`src/rtl/xsd_pkg.sv`:
```
// Shared types, codes and the xorshift16 step for the sync-word detector.
// No dependencies; used by xorshift_sync_word_detector.
`timescale 1ns / 1ps

package xsd_pkg;

    typedef logic [15:0] word_t;
    typedef logic [1:0]  status_t;
    typedef logic [3:0]  count_t;
    typedef logic [2:0]  skip_t;
    typedef logic [1:0]  reg_index_t;

    // Result status codes
    localparam status_t STATUS_IDLE     = 2'd0;
    localparam status_t STATUS_MISMATCH = 2'd1;
    localparam status_t STATUS_MATCH    = 2'd2;
    localparam status_t STATUS_LOCK     = 2'd3;

    // Configuration register indexes
    localparam reg_index_t REG_SYNC_SYMBOL    = 2'd0;
    localparam reg_index_t REG_MIN_GOOD_STEPS = 2'd1;

    localparam skip_t  SKIP_WORDS          = 3'd6;
    localparam count_t COUNT_MAX           = 4'd15;
    localparam count_t MIN_GOOD_STEPS_INIT = 4'd4;

    localparam int SHIFT_A = 7;
    localparam int SHIFT_B = 9;
    localparam int SHIFT_C = 13;

    function automatic word_t xorshift_step(input word_t v);
        word_t x;
        x = v;
        x = x ^ (x >> SHIFT_A);
        x = x ^ (x << SHIFT_B);
        x = x ^ (x >> SHIFT_C);
        return x;
    endfunction

endpackage

```
`src/rtl/xorshift_sync_word_detector.sv`:
```
// Top level of the xorshift16 sync-word detector: input register, step/compare
// logic and result register. Depends on xsd_pkg.
`timescale 1ns / 1ps

// Usage
//   Input channel: data_word with word_valid / word_stall; an item is taken at a
//   clock edge with word_valid high and word_stall low.
//   Result channel: status and good_steps with result_valid / result_stall; one
//   result item for every input item, in order.
//   Configuration: wr_en, wr_index, wr_data; index 0 is the sync symbol,
//   index 1 the minimum good-step count (low 4 bits), other indexes are dropped.
//   Write only while no item is in flight.
// Pipeline and throughput
//   The item lands in the input register at the accepting edge and moves on into
//   the result register at an edge where the result register can advance. One
//   item per cycle is sustained while result_stall stays low; the xorshift step
//   and the compare sit between those two registers.
// Reset
//   Clears the pipeline valids, the pairing, skip and good-step state, sets the
//   sync symbol to 0 and the minimum good-step count to 4.
// Stall
//   While result_stall holds a waiting result, one more item is taken into the
//   input register; then word_stall rises until the result moves on.
module xorshift_sync_word_detector (
    input  logic                clk,
    input  logic                rst_n,
    input  logic                word_valid,
    output logic                word_stall,
    input  xsd_pkg::word_t      data_word,
    output logic                result_valid,
    input  logic                result_stall,
    output xsd_pkg::status_t    status,
    output xsd_pkg::count_t     good_steps,
    input  logic                wr_en,
    input  xsd_pkg::reg_index_t wr_index,
    input  xsd_pkg::word_t      wr_data
);

    xsd_pkg::word_t   sync_symbol_reg;
    xsd_pkg::count_t  min_good_reg;

    logic             in_valid_reg;
    xsd_pkg::word_t   in_word_reg;

    logic             have_seed_reg, have_seed_next;
    xsd_pkg::word_t   seed_reg, seed_next;
    xsd_pkg::skip_t   skip_left_reg, skip_left_next;
    xsd_pkg::count_t  step_count_reg, step_count_next;

    logic             res_valid_reg;
    xsd_pkg::status_t status_reg, status_next;
    xsd_pkg::count_t  good_reg;

    logic             res_advance;
    logic             in_accept;
    logic             item_fire;
    xsd_pkg::word_t   stepped;
    logic             enough;

    assign res_advance = !res_valid_reg || !result_stall;
    assign word_stall  = in_valid_reg && !res_advance;
    assign in_accept   = word_valid && !word_stall;

    assign result_valid = res_valid_reg;
    assign status       = status_reg;
    assign good_steps   = good_reg;

    // Configuration registers
    always_ff @(posedge clk or negedge rst_n)
    begin
        if (!rst_n)
        begin
            sync_symbol_reg <= '0;
            min_good_reg    <= xsd_pkg::MIN_GOOD_STEPS_INIT;
        end
        else if (wr_en)
        begin
            unique case (wr_index)
                xsd_pkg::REG_SYNC_SYMBOL:    sync_symbol_reg <= wr_data;
                xsd_pkg::REG_MIN_GOOD_STEPS: min_good_reg    <= wr_data[3:0];
                default:                     ;
            endcase
        end
    end

    // Input register
    always_ff @(posedge clk or negedge rst_n)
    begin
        if (!rst_n)
        begin
            in_valid_reg <= 1'b0;
        end
        else if (in_accept)
        begin
            in_valid_reg <= 1'b1;
        end
        else if (res_advance)
        begin
            in_valid_reg <= 1'b0;
        end
    end

    always_ff @(posedge clk)
    begin
        if (in_accept)
        begin
            in_word_reg <= data_word;
        end
    end

    // Step, compare and count
    assign stepped = xsd_pkg::xorshift_step(seed_reg);
    assign enough  = step_count_reg >= min_good_reg;

    always_comb
    begin
        have_seed_next  = have_seed_reg;
        seed_next       = seed_reg;
        skip_left_next  = skip_left_reg;
        step_count_next = step_count_reg;
        status_next     = xsd_pkg::STATUS_IDLE;
        if (skip_left_reg != '0)
        begin
            skip_left_next = skip_left_reg - 3'd1;
        end
        else if (!have_seed_reg)
        begin
            seed_next      = in_word_reg;
            have_seed_next = 1'b1;
        end
        else
        begin
            have_seed_next = 1'b0;
            if (stepped != in_word_reg)
            begin
                step_count_next = '0;
                skip_left_next  = xsd_pkg::SKIP_WORDS;
                status_next     = xsd_pkg::STATUS_MISMATCH;
            end
            else if (enough && stepped == sync_symbol_reg)
            begin
                step_count_next = '0;
                status_next     = xsd_pkg::STATUS_LOCK;
            end
            else
            begin
                if (step_count_reg != xsd_pkg::COUNT_MAX)
                begin
                    step_count_next = step_count_reg + 4'd1;
                end
                status_next = xsd_pkg::STATUS_MATCH;
            end
        end
    end

    assign item_fire = in_valid_reg && res_advance;

    // Detector state and result register
    always_ff @(posedge clk or negedge rst_n)
    begin
        if (!rst_n)
        begin
            have_seed_reg  <= 1'b0;
            skip_left_reg  <= '0;
            step_count_reg <= '0;
            res_valid_reg  <= 1'b0;
        end
        else if (res_advance)
        begin
            res_valid_reg <= in_valid_reg;
            if (item_fire)
            begin
                have_seed_reg  <= have_seed_next;
                skip_left_reg  <= skip_left_next;
                step_count_reg <= step_count_next;
            end
        end
    end

    always_ff @(posedge clk)
    begin
        if (item_fire)
        begin
            seed_reg   <= seed_next;
            status_reg <= status_next;
            good_reg   <= step_count_next;
        end
    end

`ifndef SYNTHESIS
    a_lock_clears_count: assert property (@(posedge clk) disable iff (!rst_n)
        (result_valid && status == xsd_pkg::STATUS_LOCK) |-> good_steps == '0)
        else $error("lock result carries a nonzero good-step count");

    a_mismatch_clears_count: assert property (@(posedge clk) disable iff (!rst_n)
        (result_valid && status == xsd_pkg::STATUS_MISMATCH) |-> good_steps == '0)
        else $error("mismatch result carries a nonzero good-step count");

    a_skip_without_seed: assert property (@(posedge clk) disable iff (!rst_n)
        (skip_left_reg != '0) |-> !have_seed_reg)
        else $error("seed held while words are being skipped");

    a_stall_only_when_full: assert property (@(posedge clk) disable iff (!rst_n)
        (in_valid_reg && result_valid && result_stall) |=> in_valid_reg)
        else $error("buffered item dropped while result stalled");
`endif

endmodule
```
`config.mk`:
```
export PLATFORM = sky130hd
export DESIGN_NAME = xorshift_sync_word_detector
export DESIGN_NICKNAME = d
export VERILOG_FILES = /design/src/rtl/xsd_pkg.sv /design/src/rtl/xorshift_sync_word_detector.sv
export SDC_FILE = /design/constraint.sdc
export NUM_CORES = 1
export LEC_CHECK = 0
export BUFFER_PORTS_ARGS = -buffer_cell sky130_fd_sc_hd__buf_2
export CORE_UTILIZATION = 45
export DETAILED_ROUTE_END_ITERATION = 12
export PLACE_DENSITY = 0.76
export SLEW_MARGIN = 30
export SYNTH_ARGS = -nofsm -noshare
export SYNTH_HDL_FRONTEND = slang
export SYNTH_SLANG_ARGS = --single-unit
```
`constraint.sdc`:
```
create_clock -name clk -period 5.6 [get_ports clk]
set_input_delay 0.28 -clock clk [delete_from_list [all_inputs] [get_ports clk]]
set_output_delay 0.28 -clock clk [all_outputs]
set_load 0.05 [all_outputs]
```
# == After elaboration in Yosys (flattened, before gate mapping) ==
# Cells that the tools add are included.
# totals
ff_bits,68
input_bits,39
# op_classes
add_sub_neg,2
n_lt_le_gt_ge,1
n_eq_ne,4
n_mux,13
n_bitwise,5
n_reduce_logical,22
# ops
op,count
2-to-1 mux 4 bit,5
== test 16 bit,1
!= test 16 bit,1
bitwise XOR 16 bit,1
bitwise XOR 16 x 3 -> 16 bit,1
bitwise XOR 16 x 9 -> 16 bit,1
2-to-1 mux 3 bit,3
AND reduction 2 bit,3
AND reduction 3 bit,2
nonzero test 2 bit,3
2-to-1 mux 1 bit,5
adder 4 x 1 -> 4 bit (second input constant),1
greater-or-equal comparator 4 bit,1
logical AND 1 bit,4
logical NOT 1 bit,4
!= test 4 bit (second input constant),1
AND reduction 4 bit,1
nonzero test 3 bit,1
OR reduction 3 bit,1
subtractor 3 x 1 -> 3 bit (second input constant),1
== test 2 x 1 -> 1 bit (second input constant),1
logical NOT 2 bit,1
NOT 1 bit,2
OR reduction 2 bit,1
logical OR 1 bit,1

# == Longest topological paths before layout ==
# Gate-level depths: netlist of run 1.
# depth
depth_word,9
depth_mapped,9
mapped_depth_nobuf,9

# == Worst setup path after synthesis of run 1 ==
# OpenSTA, ideal clock, no wires.
# synth_path
path_kind,register -> register
start,reg seed_reg[14]
end,"reg good_reg[3] (netlist: good_steps[3]), data pin"
arrival_ps,2229
t_required_ps,5412
slack_ps,3183
stages_incl_launch_ff,10
path_buffers,2
path_cell_list,edfxtp_1 -> buf_2 -> xnor2_1 -> xnor2_1 -> or4_1 -> a2111oi_0 -> and3_1 -> buf_6 -> nand2_2 -> o41ai_1
# synth_between
elab_chain_len,9
# synth_lines
element,line,source
from (decl),xorshift_sync_word_detector.sv:46,"xsd_pkg::word_t seed_reg, seed_next;"
from (signal assigned),xorshift_sync_word_detector.sv:184,seed_reg <= seed_next;
bitwise XOR 16 x 9 -> 16 bit *,xsd_pkg.sv:34,x = x ^ (x >> SHIFT_A);
bitwise XOR 16 bit *,xsd_pkg.sv:35,x = x ^ (x << SHIFT_B);
bitwise XOR 16 x 3 -> 16 bit *,xsd_pkg.sv:36,x = x ^ (x >> SHIFT_C);
== test 16 bit,xorshift_sync_word_detector.sv:140,else if (enough && stepped == sync_symbol_reg)
logical AND 1 bit,xorshift_sync_word_detector.sv:140,
2-to-1 mux 4 bit,xorshift_sync_word_detector.sv:140,
2-to-1 mux 4 bit *,xorshift_sync_word_detector.sv:134,if (stepped != in_word_reg)
2-to-1 mux 4 bit *,xorshift_sync_word_detector.sv:126,else if (!have_seed_reg)
2-to-1 mux 4 bit *,xorshift_sync_word_detector.sv:122,if (skip_left_reg != '0)
net step_count_next[3],xorshift_sync_word_detector.sv:48,"xsd_pkg::count_t step_count_reg, step_count_next;"
to (signal assigned),xorshift_sync_word_detector.sv:186,good_reg <= step_count_next;
to (decl),xorshift_sync_word_detector.sv:52,xsd_pkg::count_t good_reg;
# The timed path passes the listed nets; every way through them passes the cells marked *.
# A chain may end at the register's enable or synchronous reset.

# == Final worst setup path of run 1 ==
# layout_path
start,reg seed_reg[10]
end,"reg good_reg[3] (netlist: good_steps[3]), data pin"
# The elaborated chain is that of the path after synthesis.

==> results.json, run 1 <==
{
  "netlist_area_um2": 3340,
  "gp_congestion": 0.801,
  "rows": 31,
  "post-cts-setup-buffers": 0,
  "cp-start-kind": "register",
  "cts_buffer_depth": 2,
  "r2r-end": "good_steps[3]",
  "start_util_pct": 46.3,
  "fillers": 641,
  "rrSetupSlack_ps": 2710,
  "seq_area_frac_synth_pct": 56.7,
  "rr_startpoint": "seed_reg[10]",
  "first_pass_iters": 4,
  "slew_violations": 0,
  "synthTopCellsByArea": "edfxtp_1, dfrtp_1, xnor2_1",
  "relSlewSlack_pct": 53.5,
  "reg2reg_depth": 7,
  "leakage_nw": 1.57,
  "finalClockSkew_ps": 8.91,
  "finalCritPeriodShare_pct": 51.7,
  "num_vias": 2108,
  "ir_drop_mv": 0.169,
  "cap_violations": 0,
  "p_per_area_nw_per_um2": 365,
  "grt_pass1_vias": 2025,
  "grt_pass1_wl_mm": 9.71,
  "drt_iter0_markers": 106,
  "cts_made_buffers": 9,
  "fmax_mhz": 346,
  "tightest_slew_ps": 697,
  "synth.ff_latch_count": 68,
  "setup_viol": 0,
  "synth-edff-count": 38,
  "finalSetupTns_ps": 0,
  "hpwl_mm": 4.49,
  "core_um2": 7210,
  "synth-async-reset-ratio_pct": 44.1,
  "nNetsFinal": 355,
  "htree_num_levels": 3,
  "timing.critical_path.slowest_stage_cell": "edfxtp_1",
  "grt_max_degree": 31,
  "final_area_um2": 3880,
  "clkTransAtPathRegs_ps": 80,
  "worstPathArrival_ps": 3020,
  "min_from": "data_word[11]",
  "fin_util_pct": 53.7,
  "ioPinCount": 47,
  "path_cells": "xnor2_1 > xnor2_1 > or4_1 > a2111oi_0 > and3_1 > nand2_2 > o41ai_1",
  "portBuffers": 46,
  "drcViolationCount": 0,
  "syn_area_per_cell_um2": 13.1,
  "yosysWarnings": 0,
  "slowest_delay_ps": 540,
  "die_w_um": 88.1,
  "synthDistinctLibCells": 50,
  "detail-route-antenna-nets": 0,
  "synth_top_area_cell": "edfxtp_1",
  "grt_use_total_pct": 16.7,
  "num_antenna_cells": 0,
  "syn_inst": 254,
  "layout-drive-gt1-share_pct": 29.3,
  "rsz0062_at_grt": "no",
  "post_drt_wl_per_cell_um": 14.4,
  "min_path_cells": 1,
  "hold_path_class": "input pin to register",
  "required_ps": 5730,
  "worst_hold_path.endpoint": "in_word_reg[11]",
  "critical_path_class": "register to register",
  "wl_mm": 5.95,
  "dieArea_um2": 7770,
  "cpMostUsedCell": "xnor2_1",
  "placed_cell_area_um2": 3680,
  "crit_fanout": 10,
  "synthFlopType": "edfxtp_1",
  "chipHeight_um": 88.1,
  "synth.top_cell.area_share_pct": 34.2,
  "drt-vias-per-instance": 5.10,
  "syn_nets": 300,
  "timing.final.hold_violations": 0,
  "grt_overflow": 0,
  "clk_latency_ps": 330,
  "syn_to_final_growth_pct": 16.1,
  "cts_root_buf": "clkbuf_8",
  "setup.worst_path.end_class": "register",
  "period_minus_slack_ps": 2890,
  "antenna_found_initial": 0,
  "status": "finished clean",
  "cts_tree": "yes",
  "cts.sinks": 68
}
cells in the mapped netlist (all sizes together) (4+ instances only):
library cell	number
edfxtp	38
a31oi	4
and3	5
nor2	8
xor2	14
dfrtp	29
a21oi	6
ha	7
o22ai	5
inv	11
nand2	16
xnor2	30
mux2	20
nand2b	4
nor3	7
nand4	4
cells in the final DEF (no fill, tap or decap), types with 2 or more instances in the layout:
cell type,netlist,routed
a211oi_1,3,3
a21oi_1,6,6
a31oi_1,4,4
and2_1,2,2
and3_1,4,4
buf_2,2,46
buf_4,0,2
clkbuf_8,0,9
clkinv_4,0,3
clkinvlp_4,0,2
dfrtp_1,29,29
edfxtp_1,38,38
ha_1,7,7
inv_1,11,11
inv_6,0,2
mux2_2,20,20
mux2i_1,3,3
nand2_1,15,15
nand2b_1,4,4
nand3_1,3,3
nand4_1,4,4
nor2_1,8,8
nor3_1,7,7
nor3b_1,3,2
nor4_1,2,2
o22ai_1,5,5
o32ai_1,2,2
o41ai_1,2,2
xnor2_1,30,30
xnor3_1,2,2
xor2_1,13,13
power by group:
part	internal, mW	leakage, nW	switching, mW
Sequential	0.618	0.716	0.0702
Combinational	0.172	0.768	0.192
Clock	0.166	0.0864	0.197
repair_timing:
action / in CTS / in global routing
hold buffers: 1 / 0
resized for setup: 0 / 0
hold endpoints to repair: 5 / 0
worst max-delay path, delay by kind of cell (launching register included):
kind / cells / cell delay, ps
flip-flops: 1 / 540
XOR/XNOR: 2 / 360
AND/OR/NAND/NOR: 3 / 1030
AO/OA/AOI/OAI: 2 / 760
through the flow:
stage	total power [mW]	setup slack (ps)	hold WS, ps	instances
final	1.41	2710	115	413
after global routing	1.50	2570	90.4	413
after CTS	1.43	2770	97.1	413
after detailed placement	1.06	2800	370	396
after global placement	1.05	2930	358	396
after floorplan	0.968	3180	-15.6	254
layer usage:
metal / part of all wire, % / track usage [%] / up-vias
met5: 0 / 0 / -
met4: 1.8 / 6.74 / 0
met3: 3.1 / 3.58 / 12
met2: 47 / 25.2 / 47
met1: 48 / 23.6 / 1011
li1: - / - / 1038
logic make-up (layout without fill, tap and decap cells):
| kind of cell | count (synthesis) | count (layout) | share of synthesized area, % |
|---|---|---|---|
| flops | 68 | 68 | 56.7 |
| simple gates | 58 | 58 | 9.03 |
| xor+xnor | 48 | 48 | 14.6 |
| compound gates | 34 | 34 | 7.27 |
| mux | 23 | 23 | 7.65 |
| buf+inv | 16 | 76 | 2.10 |
| fa+ha+maj | 7 | 7 | 2.62 |
cell type report:
class	instances	area (um^2)	share of cell area, %
tap	99	124	3.20
inverter	11	41.3	1.07
sequential	68	1890	48.8
clock buffer	9	124	3.20
multi-input combinational	170	1380	35.6
clock inverter	7	58.8	1.52
timing repair buffer	49	255	6.58
worst max-delay path by stage:
stage / from / to / slack, ps / cells after the start
3_3_place_gp: seed_reg[10] / good_steps[3] / 2930 / 7
2_1_floorplan: seed_reg[14] / good_steps[3] / 3180 / 9
3_5_place_dp: seed_reg[10] / good_steps[3] / 2800 / 7
6_report: seed_reg[10] / good_steps[3] / 2710 / 7
5_1_grt: seed_reg[13] / good_steps[3] / 2570 / 7
4_1_cts: seed_reg[10] / good_steps[3] / 2770 / 7
(Power assumes the default switching activity.)
==> inputs of run 2 (changes only) <==
==> constraint.sdc (replaced) <==
create_clock -name clk -period 2.9 [get_ports clk]
set_input_delay 0.145 -clock clk [delete_from_list [all_inputs] [get_ports clk]]
set_output_delay 0.145 -clock clk [all_outputs]
set_load 0.05 [all_outputs]
==> results.json, run 2 (synthesis gave the netlist of run 1 again) <==
{
  "status": "finished clean",
  "slew_violations": 0,
  "nNetsFinal": 375,
  "portBuffers": 46,
  "rows": 31,
  "gp_congestion": 0.881,
  "cts_buffer_depth": 2,
  "final_common_cell": "buf_2",
  "finalSetupTns_ps": 0,
  "power_mw": 2.81,
  "stdcell_count": 433,
  "chipHeight_um": 88.1,
  "num_antenna_cells": 0,
  "tightest_slew_ps": 680,
  "finalClockSkew_ps": 9.72,
  "leakage_nw": 1.66,
  "hpwl_mm": 4.59,
  "rrSetupSlack_ps": 210,
  "dieArea_um2": 7770,
  "post_drt_wl_per_cell_um": 15.1,
  "net-switching-power_uw": 879,
  "cp-start-kind": "register",
  "grt_pass1_wl_mm": 10.4,
  "clkTransAtPathRegs_ps": 70,
  "start_util_pct": 46.3,
  "netSwitchingFraction_pct": 31.2,
  "rsz0062_at_grt": "no",
  "htree_num_levels": 3,
  "drt-vias-per-instance": 5.22,
  "required_ps": 3030,
  "drcViolationCount": 0,
  "fillers": 635,
  "final_area_um2": 4090,
  "finalCritPeriodShare_pct": 92.6,
  "p_per_area_nw_per_um2": 687,
  "dpl.cell_count": 397,
  "power.share.clock_pct": 26.1,
  "ioPinCount": 47,
  "die_w_um": 88.1,
  "clk_latency_ps": 350,
  "fmax_mhz": 372,
  "grt_pass1_vias": 2199,
  "layout-drive-gt1-share_pct": 28.1,
  "setup.worst_path.end_class": "register",
  "wl_mm": 6.52,
  "internal_power_mw": 1.93,
  "register_area_um2": 1890,
  "cts_root_buf": "clkbuf_8",
  "period_minus_slack_ps": 2690,
  "pwr-share-seq_pct": 47.4,
  "timing.final.hold_violations": 0,
  "setup_viol": 0,
  "first_pass_iters": 5,
  "grt_max_degree": 31,
  "detail-route-antenna-nets": 0,
  "cts_made_buffers": 9,
  "cts_tree": "yes",
  "combPwrFrac_pct": 26.5,
  "relSlewSlack_pct": 54.7,
  "drt_iter0_markers": 132,
  "ir_drop_mv": 0.314,
  "grt_use_total_pct": 18.3,
  "grt_overflow": 0,
  "critical_path_class": "register to register",
  "core_um2": 7210,
  "num_vias": 2260,
  "hold_path_class": "input pin to register",
  "worstPathArrival_ps": 2820,
  "placed_cell_area_um2": 3690,
  "cap_violations": 0,
  "crit_fanout": 5,
  "syn_to_final_growth_pct": 22.6,
  "multi_input_area_um2": 1410,
  "cts.sinks": 68,
  "antenna_found_initial": 0,
  "final_cell_mix": "buf_2, edfxtp_1, xnor2_1"
}
## run 2: area by class of cell
cell class | instances | share of cell area, %
sequential | 68 | 46.2
clock buffer | 10 | 3.12
clock inverter | 6 | 1.34
tap | 99 | 3.03
inverter | 11 | 1.01
multi-input combinational | 170 | 34.3
timing repair buffer | 69 | 10.9
## run 2: per-stage QoR
step / setup WS (ps) / util (%) / hold WS (ps)
after detailed placement: 161 / 51.2 / 230
after global routing: 33.3 / 56.7 / 7.98
after floorplan: 483 / - / -151
after CTS: 124 / 56.2 / 12.3
final: 214 / 56.7 / 27.5
after global placement: 187 / 51.2 / 219
## run 2: timing repair
action                                 in CTS  in global routing
endpoints found under the hold margin      46                  0
hold buffers                               18                  0
gates resized for setup                     0                  4
buffers inserted                            0                  2
setup endpoints to repair                   0                 10
## run 2: critical path, stage by stage, from the launching register on
cell and delay, ps:
edfxtp_1 500, xor2_4 300, xnor2_1 90, or4_1 490, a2111oi_2 370, and3_1 250
nand2_2 80, o41ai_1 390
## run 2: power groups by stage
stage                     Sequential [mW]  Clock [mW]  Combinational [mW]
final                                1.33       0.734               0.746
after global routing                 1.35       0.792               0.824
after CTS                            1.33       0.751               0.739
after detailed placement             1.35           0               0.713
after global placement               1.34           0               0.692
after floorplan                      1.36           0               0.511
## run 2: final timing paths
path                           startpoint                  to  depth (start not counted)
max                          seed_reg[12]       good_steps[3]                          7
max reg2reg                  seed_reg[12]       good_steps[3]                          7
min                            wr_data[4]  sync_symbol_reg[4]                          2
max in group asynchronous           rst_n  sync_symbol_reg[8]                          2
min reg2reg                in_word_reg[1]         seed_reg[1]                          0
min in group asynchronous           rst_n   step_count_reg[2]                          2
## run 2: metal layers
metal | vias to the layer above | GRT usage (%) | part of all wire (%)
met1 | 1070 | 23.0 | 44
met3 | 19 | 4.05 | 4.6
li1 | 1076 | - | -
met5 | - | 0 | 0
met2 | 95 | 29.7 | 49
met4 | 0 | 9.38 | 2.3
==> inputs of run 3 (changes only) <==
--- a/config.mk
+++ b/config.mk
@@ -6,9 +6,9 @@
 export NUM_CORES = 1
 export LEC_CHECK = 0
 export BUFFER_PORTS_ARGS = -buffer_cell sky130_fd_sc_hd__buf_2
-export CORE_UTILIZATION = 45
+export CORE_UTILIZATION = 30
 export DETAILED_ROUTE_END_ITERATION = 12
-export PLACE_DENSITY = 0.76
+export PLACE_DENSITY = 0.58
 export SLEW_MARGIN = 30
 export SYNTH_ARGS = -nofsm -noshare
 export SYNTH_HDL_FRONTEND = slang
==> constraint.sdc (replaced) <==
create_clock -name clk -period 3.05 [get_ports clk]
set_input_delay 0.1525 -clock clk [delete_from_list [all_inputs] [get_ports clk]]
set_output_delay 0.1525 -clock clk [all_outputs]
set_load 0.05 [all_outputs]
==> results.json, run 3 (synthesis gave the netlist of run 1 again) <==
{
  "clkTransAtPathRegs_ps": 70,
  "final_common_cell": "buf_2",
  "cts.sinks": 68,
  "core_um2": 10800,
  "dieArea_um2": 11600,
  "layout-drive-gt1-share_pct": 27.1,
  "setup.worst_path.end_class": "register",
  "slowest_delay_ps": 480,
  "chipHeight_um": 107,
  "drcViolationCount": 0,
  "period_minus_slack_ps": 2760,
  "status": "finished clean",
  "required_ps": 3260,
  "hpwl_mm": 4.88,
  "die_w_um": 107,
  "relSlewSlack_pct": 51.5,
  "cts_resized": 0,
  "num_antenna_cells": 0,
  "portBuffers": 46,
  "timing.critical_path.slowest_stage_cell": "edfxtp_1",
  "timing.final.hold_violations": 0,
  "clk_latency_ps": 350,
  "grt_overflow": 0,
  "final_cell_mix": "buf_2, edfxtp_1, xnor2_1",
  "drt_iter0_markers": 97,
  "worst_slack_ps": 287,
  "drt-vias-per-instance": 4.57,
  "grt_pass1_vias": 2263,
  "first_pass_iters": 4,
  "finalCritPeriodShare_pct": 90.6,
  "start_util_pct": 30.8,
  "finalClockSkew_ps": 8.47,
  "cts_root_buf": "clkbuf_8",
  "tightest_slew_ps": 727,
  "grt_pass1_wl_mm": 11.1,
  "num_vias": 2158,
  "post_drt_wl_per_cell_um": 14.0,
  "wl_mm": 6.63,
  "nNetsFinal": 373,
  "antenna_found_initial": 0,
  "crit_fanout": 9,
  "syn_to_final_growth_pct": 22.7,
  "cp-start-kind": "register",
  "worstPathArrival_ps": 2970,
  "grt_use_total_pct": 12.8,
  "cap_violations": 0,
  "slew_violations": 0,
  "dpl.cell_count": 438,
  "ir_drop_mv": 0.291,
  "htree_num_levels": 3,
  "gp_congestion": 0.758,
  "rows": 38,
  "cts_buffer_depth": 2,
  "place_ws_ps": 322,
  "critical_path_class": "register to register",
  "finalSetupTns_ps": 0,
  "rsz0062_at_grt": "no",
  "cts_tree": "yes",
  "fmax_mhz": 362,
  "p_per_area_nw_per_um2": 642,
  "hold_path_class": "input pin to register",
  "grt_max_degree": 31,
  "detail-route-antenna-nets": 0,
  "stdcell_count": 472,
  "fillers": 1054,
  "ioPinCount": 47,
  "setup_viol": 0,
  "post-cts-setup-buffers": 0,
  "path_cells": "xor2_1 > xnor2_1 > or4_1 > a2111oi_0 > and3_1 > buf_4 > o211ai_1 > a21oi_1",
  "leakage_nw": 1.65,
  "cts_made_buffers": 9
}
-- run 3: metrics by stage --
step                      hold WS [ps]  instance area (um^2)  util, %  total power, mW
after floorplan                   -143                  3340        -             1.78
after CTS                         10.7                  4100     37.8             2.66
after global placement             245                  3740     34.5             1.95
final                             25.5                  4100     37.8             2.63
after global routing              22.9                  4100     37.8             2.80
after detailed placement           259                  3740     34.5             1.96
-- run 3: worst max-delay path, delay by kind of cell (launching register included) --
family | cells | cell delay [ps]
AOI/OAI and AO/OA | 3 | 740
xor gates and xnor gates | 2 | 510
buffers and inverters | 1 | 180
DFF | 1 | 480
and+or+nand+nor | 2 | 700
-- run 3: worst paths after layout --
check / start / slack [ps] / end / cells after the start
worst max register to register: seed_reg[8] / 290 / good_steps[2] / 8
worst max-delay path: seed_reg[8] / 290 / good_steps[2] / 8
worst min register to register: in_word_reg[1] / 450 / seed_reg[1] / 0
min in group asynchronous: rst_n / 390 / sync_symbol_reg[4] / 2
worst min-delay path: wr_data[5] / 30 / sync_symbol_reg[5] / 2
max in group asynchronous: rst_n / 2190 / sync_symbol_reg[13] / 2
-- run 3: what timing repair did --
item,CTS,global route
hold endpoints to repair,46,0
hold buffers,18,0
setup endpoints to repair,0,0
-- run 3: per-layer routing --
| metal | global-route usage (%) | share of wire [%] | up-vias |
|---|---|---|---|
| met1 | 16.5 | 47 | 1028 |
| met5 | 0 | 0 | - |
| met3 | 3.21 | 4.8 | 11 |
| li1 | - | - | 1072 |
| met2 | 20.1 | 46 | 47 |
| met4 | 6.16 | 2.1 | 0 |
-- run 3: area by class of cell --
type                       count  area [um^2]  share of cell area [%]
tap                          140          175                    4.28
timing repair buffer          67          433                    10.6
clock inverter                 2         10.0                   0.244
inverter                      11         41.3                    1.01
clock buffer                  14          163                    3.97
multi-input combinational    170         1380                    33.7
sequential                    68         1890                    46.2
-- run 3: power breakdown --
group          internal, mW  total (mW)  switching (mW)
Sequential             1.14        1.26           0.128
Clock                 0.338       0.670           0.332
Combinational         0.331       0.695           0.364
Total                  1.80        2.63           0.824
